`config.mk`:
```
export PLATFORM = sky130hd
export DESIGN_NAME = sgdlr_merge
export DESIGN_NICKNAME = d
export VERILOG_FILES = /design/src/design/sgd_linear_regression_trainer_unit_assert.svh /design/src/design/sgdlr_pkg.sv /design/src/design/sgdlr_merge.sv
export SDC_FILE = /design/constraint.sdc
export NUM_CORES = 1
export LEC_CHECK = 0
export ABC_AREA = 1
export BUFFER_PORTS_ARGS = -buffer_cell sky130_fd_sc_hd__buf_2
export CAP_MARGIN = 25
export CELL_PAD_IN_SITES_DETAIL_PLACEMENT = 2
export CELL_PAD_IN_SITES_GLOBAL_PLACEMENT = 2
export CORE_ASPECT_RATIO = 0.9
export CORE_MARGIN = 1.5
export CORE_UTILIZATION = 30
export DETAILED_ROUTE_END_ITERATION = 16
export GPL_ROUTABILITY_DRIVEN = 0
export MAX_ROUTING_LAYER = met4
export PLACE_DENSITY = 0.74
export SYNTH_ARGS = -nofsm -noshare
export SYNTH_HDL_FRONTEND = slang
export SYNTH_SLANG_ARGS = --single-unit
export TNS_END_PERCENT = 50
```
`constraint.sdc`:
```
create_clock -name clk_i -period 4.4 [get_ports clk_i]
set_input_delay 0 -clock clk_i [delete_from_list [all_inputs] [get_ports clk_i]]
set_output_delay 0 -clock clk_i [all_outputs]
set_load 0.05 [all_outputs]
```
`src/design/sgd_linear_regression_trainer_unit_assert.svh`:
```
// Assertion macros for the trainer RTL.
`ifndef SGD_LINEAR_REGRESSION_TRAINER_UNIT_ASSERT_SVH
`define SGD_LINEAR_REGRESSION_TRAINER_UNIT_ASSERT_SVH

// Same-cycle implication, checked out of reset.
`define SGDLR_ASSERT_NOW(label, ante, cons) \
  label: assert property (@(posedge clk_i) disable iff (!rst_ni) (ante) |-> (cons)) \
    else $error("sgdlr assertion failed");

// Next-cycle implication, checked out of reset.
`define SGDLR_ASSERT_NEXT(label, ante, cons) \
  label: assert property (@(posedge clk_i) disable iff (!rst_ni) (ante) |=> (cons)) \
    else $error("sgdlr assertion failed");

`endif

```
`src/design/sgdlr_pkg.sv`:
```
`default_nettype none
package sgdlr_pkg;

  localparam int NUM_FEATURES = 8;
  localparam int FRAC_BITS    = 16;
  localparam int MAX_BATCH    = 256;
  localparam int NW           = NUM_FEATURES + 1;
  localparam int DIV_RADIX    = 4;
  localparam int DIV_STEPS    = 48 / DIV_RADIX;
  localparam int DIV_CNT_W    = $clog2(DIV_STEPS);

  // Function codes
  localparam logic [1:0] FN_LOAD    = 2'd0;
  localparam logic [1:0] FN_TRAIN   = 2'd1;
  localparam logic [1:0] FN_PREDICT = 2'd2;

  // Configuration register indexes
  localparam logic [1:0] CFG_STEP_RATE = 2'd0;
  localparam logic [1:0] CFG_DECAY     = 2'd1;
  localparam logic [1:0] CFG_BATCH     = 2'd2;

  typedef struct packed {
    logic [1:0]         func;
    logic signed [31:0] feature_0;
    logic signed [31:0] feature_1;
    logic signed [31:0] feature_2;
    logic signed [31:0] feature_3;
    logic signed [31:0] feature_4;
    logic signed [31:0] feature_5;
    logic signed [31:0] feature_6;
    logic signed [31:0] feature_7;
    logic signed [31:0] target_value;
    logic [3:0]         weight_slot;
    logic signed [31:0] weight_value;
  } in_beat_t;

  typedef struct packed {
    logic signed [31:0] prediction;
    logic               batch_done;
  } out_beat_t;

  typedef enum logic [3:0] {
    ST_IDLE, ST_MUL, ST_SUM1, ST_SUM2, ST_ERR, ST_GMUL, ST_DIV, ST_ACC,
    ST_UPD1, ST_UPD2, ST_UPD3, ST_UPD4, ST_DONE
  } state_e;

  typedef struct packed {
    logic pmul;
    logic gmul;
    logic div_step;
    logic acc;
    logic upd_reg;
    logic upd_sum;
    logic upd_mul;
    logic upd_wr;
  } lane_ctrl_t;

  typedef struct packed {
    logic sum1;
    logic sum2;
  } merge_ctrl_t;

  // Signed 32x32 product, truncated toward zero by FRAC_BITS
  function automatic logic signed [47:0] mulq_32x32(logic signed [31:0] a,
                                                    logic signed [31:0] b);
    logic [31:0] ma;
    logic [31:0] mb;
    logic [63:0] p;
    logic [47:0] r;
    ma = a[31] ? (~a + 32'd1) : a;
    mb = b[31] ? (~b + 32'd1) : b;
    p  = ma * mb;
    r  = {1'b0, p[FRAC_BITS +: 47]};
    return (a[31] != b[31]) ? -$signed(r) : $signed(r);
  endfunction

  // Unsigned 17-bit factor times signed 32-bit weight
  function automatic logic signed [33:0] mulq_17x32(logic [16:0] a,
                                                    logic signed [31:0] b);
    logic [31:0] mb;
    logic [48:0] p;
    logic [33:0] r;
    mb = b[31] ? (~b + 32'd1) : b;
    p  = a * mb;
    r  = {1'b0, p[FRAC_BITS +: 33]};
    return b[31] ? -$signed(r) : $signed(r);
  endfunction

  // Unsigned 17-bit rate times signed 48-bit sum
  function automatic logic signed [48:0] mulq_17x48(logic [16:0] a,
                                                    logic signed [47:0] b);
    logic [47:0] mb;
    logic [64:0] p;
    logic [48:0] r;
    mb = b[47] ? (~b + 48'd1) : b;
    p  = a * mb;
    r  = {1'b0, p[FRAC_BITS +: 48]};
    return b[47] ? -$signed(r) : $signed(r);
  endfunction

  function automatic logic signed [47:0] sat_acc(logic signed [49:0] v);
    if (v > 50'sh0_7FFF_FFFF_FFFF) return 48'sh7FFF_FFFF_FFFF;
    if (v < -50'sh0_8000_0000_0000) return 48'sh8000_0000_0000;
    return v[47:0];
  endfunction

  function automatic logic signed [31:0] sat_w(logic signed [51:0] v);
    if (v > 52'sh7FFF_FFFF) return 32'sh7FFF_FFFF;
    if (v < -52'sh8000_0000) return 32'sh8000_0000;
    return v[31:0];
  endfunction

endpackage
`default_nettype wire

```
`src/design/sgdlr_merge.sv`:
```
`default_nettype none
module sgdlr_merge
  import sgdlr_pkg::*;
(
  input  wire logic               clk_i,
  input  wire merge_ctrl_t        ctrl_i,
  input  wire logic signed [47:0] prod_i [NW],
  output logic signed [31:0]      pred_o
);

  localparam int GROUPS = (NW + 2) / 3;

  logic signed [51:0] part_q [GROUPS];
  logic signed [51:0] part_d [GROUPS];
  logic signed [51:0] total;
  logic signed [31:0] pred_q;

  assign pred_o = pred_q;

  // Sum lane products in groups of three
  always_comb begin
    for (int g = 0; g < GROUPS; g++) begin
      part_d[g] = '0;
      for (int k = 0; k < 3; k++) begin
        if (g * 3 + k < NW) part_d[g] = part_d[g] + 52'(prod_i[g * 3 + k]);
      end
    end
    total = '0;
    for (int g = 0; g < GROUPS; g++) total = total + part_q[g];
  end

  always_ff @(posedge clk_i) begin
    if (ctrl_i.sum1) part_q <= part_d;
    if (ctrl_i.sum2) pred_q <= sat_w(total);
  end

endmodule
`default_nettype wire

```
After elaboration in Yosys (flattened, before gate mapping)
Cells that the tools add are included.
- bits of input ports: 435
- output and inout bits: 32
- flip-flop bits (word level): 188
- $lt $le $gt $ge: 2
- multiplexer cells: 9
- $add $sub $neg: 8
- operators by type and width (operator ; count):
    $add A49 B48 Y50 ; 3
    $add A48 B48 Y49 ; 3
    $mux W32 ; 4
    $add A52 B52 Y52 ; 2
    $gt A52 B32 Y1 const B ; 1
    $lt A52 B32 Y1 const B ; 1
    $mux W1 ; 5

Longest topological paths before layout
- depth in word-level cells: 9
- mapped depth: 23
- depth with buffers taken out: 22

Least setup slack after synthesis
OpenSTA, ideal clock, no wires.
- path type: register -> register
- start point: register part_q[1] in the netlist's numbering
- end point: register pred_q[10] (netlist: pred_o[10]), data pin
- buffers on the path: 1
- setup time: 0.252 ns
- data arrival time: 2.926 ns
- cell stages (with the launch flop): 20
- setup slack: 1.222 ns
- path through: edfxtp_1 fa_1 ha_1 inv_1 fa_1 inv_1 nand3_1 nand2_1 nand2_1 nand2_1 nand2_1 nand2_1 a21oi_1 xor2_1 nand2_1 nor3_1 nand4_1 nand2_2 buf_6 nand2_1
- cells in the longest elaborated chain, start to end: 7
- elaborated cells on any way between the ends: 11
- classes of those cells: add/sub: 1; order compare: 2; mux: 8
- RTL lines (what ; RTL line ; text):
    from (decl) ; sgdlr_merge.sv:13 ; logic signed [51:0] part_q [GROUPS];
    from (signal assigned) ; sgdlr_merge.sv:33 ; if (ctrl_i.sum1) part_q <= part_d;
    $add A52 B52 Y52 (*) ; sgdlr_merge.sv:29 ; for (int g = 0; g < GROUPS; g++) total = total + part_q[g];
    $lt A52 B32 Y1 ; sgdlr_pkg.sv:109 ; if (v < -52'sh8000_0000) return 32'sh8000_0000;
    $mux W1 (2 in a row) ; sgdlr_pkg.sv:109 ;
    $mux W1 ; sgdlr_merge.sv:34 ; if (ctrl_i.sum2) pred_q <= sat_w(total);
    $mux W32 ; sgdlr_pkg.sv:110 ; return v[31:0];
    $mux W32 (*) ; sgdlr_pkg.sv:109 ;
    to (signal assigned) ; sgdlr_merge.sv:34 ;
    to (decl) ; sgdlr_merge.sv:16 ; logic signed [31:0] pred_q;
Every way passes the cells marked *; elsewhere a longest branch is shown, timed or not. The select of a mux whose other input is x is not followed.
A chain may end at the register's enable or synchronous reset.

Final worst setup path
- start point: register part_q[1] in the netlist's numbering
- end point: register pred_q[29] (netlist: pred_o[29]), data pin
Same word-level chain as after synthesis.

==> results.py <==
metrics = {
    "cells_and_area": {
        "layout_commonest_cell": "nand2_1",
        "fillers": 9082,
        "drive_above_1_share_pct": 15.0,
        "area_delta_synth_final_pct": 18.2,
        "fin_nets": 4283,
        "final-seq-area_um2": 5470,
        "multi_input_comb_area_um2": 15700,
        "mostFrequentLayoutCells": "nand2_1, inv_1, buf_2",
    },
    "floorplan": {
        "num_rows": 96,
        "die_w_um": 295,
        "fp.dieArea_um2": 78400,
        "ios": 467,
        "dieHeight_um": 266,
        "core_um2": 76200,
        "initial_core_util_pct": 30.2,
    },
    "sta": {
        "clock.fmax_mhz": 245,
        "worst_slack_ns": 0.319,
        "setup-tns-final_ns": 0,
        "finalHoldViolCount": 0,
        "period_needed_ns": 4.08,
        "maxSlewViolCount": 0,
        "fin_crit_sh_pct": 92.8,
        "setup_viol": 0,
        "rsz0062_at_grt": "false",
        "clock_skew_ns": 0.0154,
        "tightest_slew_ns": 1.04,
        "slew_headroom_pct": 30.0,
    },
    "setup_path": {
        "cp_num_buf_inv": 2,
        "critPathLaunchType": "flop",
        "crit_fanout": 4,
        "path_class": "flop to flop",
        "critPathRequiredTime_ns": 4.62,
        "cp-end-kind": "flop",
        "cp_common_cell": "nand2_1",
        "cp_cell_sequence": "fa_1 > ha_1 > inv_1 > fa_1 > inv_1 > nand3_1 > nand2_1 > nand2_1 > nand2_1 > nand2_1 > nand2_1 > a21oi_1 > o21ai_0 > xor2_1 > nand2_1 > nand2_1",
        "cpMaxStageDelayCell": "o21ai_0",
        "arrival_ns": 4.30,
        "slowest_delay_ns": 0.63,
        "critical_path.top_delay_family": "adder cells",
    },
    "clock_tree": {
        "clk_pin_slew_ns": 0.07,
        "clkLatencyLatePin_ns": 0.47,
        "cts_setup_buffers": 0,
        "clk_path_buf_depth": 2,
        "cts.sinks": 182,
        "htree_num_levels": 4,
        "clockRootBuffer": "clkbuf_16",
        "cts_tree": "yes",
        "cts_buffers": 17,
    },
    "routing": {
        "wl_per_cell_um": 22.1,
        "first_iter_violations": 1199,
        "top_layer_used": "met4",
        "first_pass_iters": 5,
        "drt_wl_total_um": 99400,
        "antenna_left": 0,
        "via_per_inst": 4.95,
        "wl_met2_um": 47600,
        "drc": 0,
        "wl_met1_um": 45300,
        "vias": 22267,
        "wl_met3_um": 3610,
    },
    "global_routing": {
        "grt_antenna_before_repair": 5,
        "grt_pass1_wl_um": 148000,
        "grt_pass1_vias": 24595,
        "grt_util_all_layers_pct": 26.0,
        "grt_max_degree": 91,
        "grt-ovfl-total": 0,
    },
    "flow_run": {
        "drv_cap": 0,
    },
    "yosys": {
        "synth_fp_nets": 3797,
        "synth.avg_cell_area_um2": 7.75,
        "synth_seq_area_share_pct": 23.7,
        "netlist_area_um2": 23000,
        "ys_types": 38,
        "yosys_warnings": 0,
        "syn_inst": 2970,
        "synth-seq-cells": 182,
    },
    "power_and_ir_drop": {
        "p_per_area_nw_per_um2": 803,
        "p_leak_uw": 0.0131,
        "irDropWorstVdd_mv": 0.570,
    },
    "placed_design": {
        "place_ws_ns": 0.0894,
        "portBuffers": 466,
        "dp_hpwl_um": 89800,
    },
    "hold_path": {
        "min_path_type": "input port to flop",
    },
    "run_status": {
        "outcome": "finished, final reports clean",
    },
}
-- cell usage after synthesis, drive strengths merged --
master     n  area (µm²)
nand2    757        2860
inv      493        1850
nor2     295        1120
a21oi    243        1220
fa       198        3960
ha       194        2430
edfxtp   182        5470
o21ai    119         599
xor2     115        1010
nand3     80         410
a31oi     73         457
xnor2     56         490
nand4     29         181
nor3      21         115
a21o      17         128
nor4      14        87.6
o211ai    11        82.6
o21a      11        82.6
o21bai    11        82.6
and3      10        62.6
nand3b     8        60.1
o221ai     8        70.1
and2       6        37.5
buf        6        67.6
a21boi     3        22.5
a211oi     2        15.0
a311oi     2        17.5
o31ai      2        15.0
a2111oi    1        8.76
a221oi     1        8.76
a31o       1        8.76
o2111ai    1        8.76
-- worst min-delay path: stages --
cell and delay [ns]:
buf_2 0.09, fa_1 0.17, ha_1 0.12
-- final cells by class --
cell class              count  share of cell area [%]
repair buffers            473                    8.78
clock inverters            13                   0.519
flip-flops and latches    182                    20.1
well taps                1029                    4.73
inverters                 493                    6.80
multi-input cells        2289                    57.5
clock buffers              18                    1.58
diodes                      2                  0.0184
-- repair_timing --
action | in CTS | in global routing
resized for setup | 0 | 2
hold buffers | 0 | 0
endpoints found under the setup margin | 0 | 31
-- registers in the layout, summed over array words and instances (netlist names) --
name,cells
part_q,150
pred_o,32
-- where the power goes --
group / switching, µW / internal (µW) / leakage, µW
logic: 11900 / 4960 / 0.0110
clock network: 773 / 796 / 0.000270
registers: 374 / 3010 / 0.00177
total: 13100 / 8770 / 0.0131
-- per-stage QoR --
stage	instances	area, µm²	total power (µW)	hold WS, ns	utilization [%]
2_1_floorplan	2970	23000	14100	0.112	-
3_3_place_gp	4466	26600	19700	0.470	35.0
3_5_place_dp	4466	26600	20200	0.505	35.0
4_1_cts	4497	27200	21900	0.000320	35.7
5_1_grt	4497	27200	23800	0.0130	35.7
6_report	4499	27200	21900	0.0194	35.8
-- path summary, 6_finish.rpt --
path                        start                  endpoint  slack (ns)  cells after the start
max           part_q[1]$_DFFE_PP_  pred_o[29]$_SDFFCE_PN1P_        0.32                     16
min reg2reg  part_q[52]$_DFFE_PP_   pred_o[0]$_SDFFCE_PN1P_        0.79                      3
min                   prod_i[241]      part_q[53]$_DFFE_PP_        0.02                      3
max reg2reg   part_q[1]$_DFFE_PP_  pred_o[29]$_SDFFCE_PN1P_        0.32                     16
-- layer usage --
| metal | track usage (%) | up-vias |
|---|---|---|
| li1 | - | 10665 |
| met1 | 33.5 | 11038 |
| met2 | 43.0 | 471 |
| met3 | 2.94 | 93 |
| met5 | - | - |
| met4 | 7.65 | 0 |
-- cell families (layout without fill, tap and decap cells) --
group,count (synthesis),count (layout),synth area share [%]
flops,182,182,23.7
fa+ha+maj,392,392,27.8
compound gates,506,506,12.3
other cells,0,2,0
simple gates,1220,1220,21.4
buf+inv,499,997,8.33
xor+xnor,171,171,6.50
Note: power is estimated with default switching activity, not from simulation.
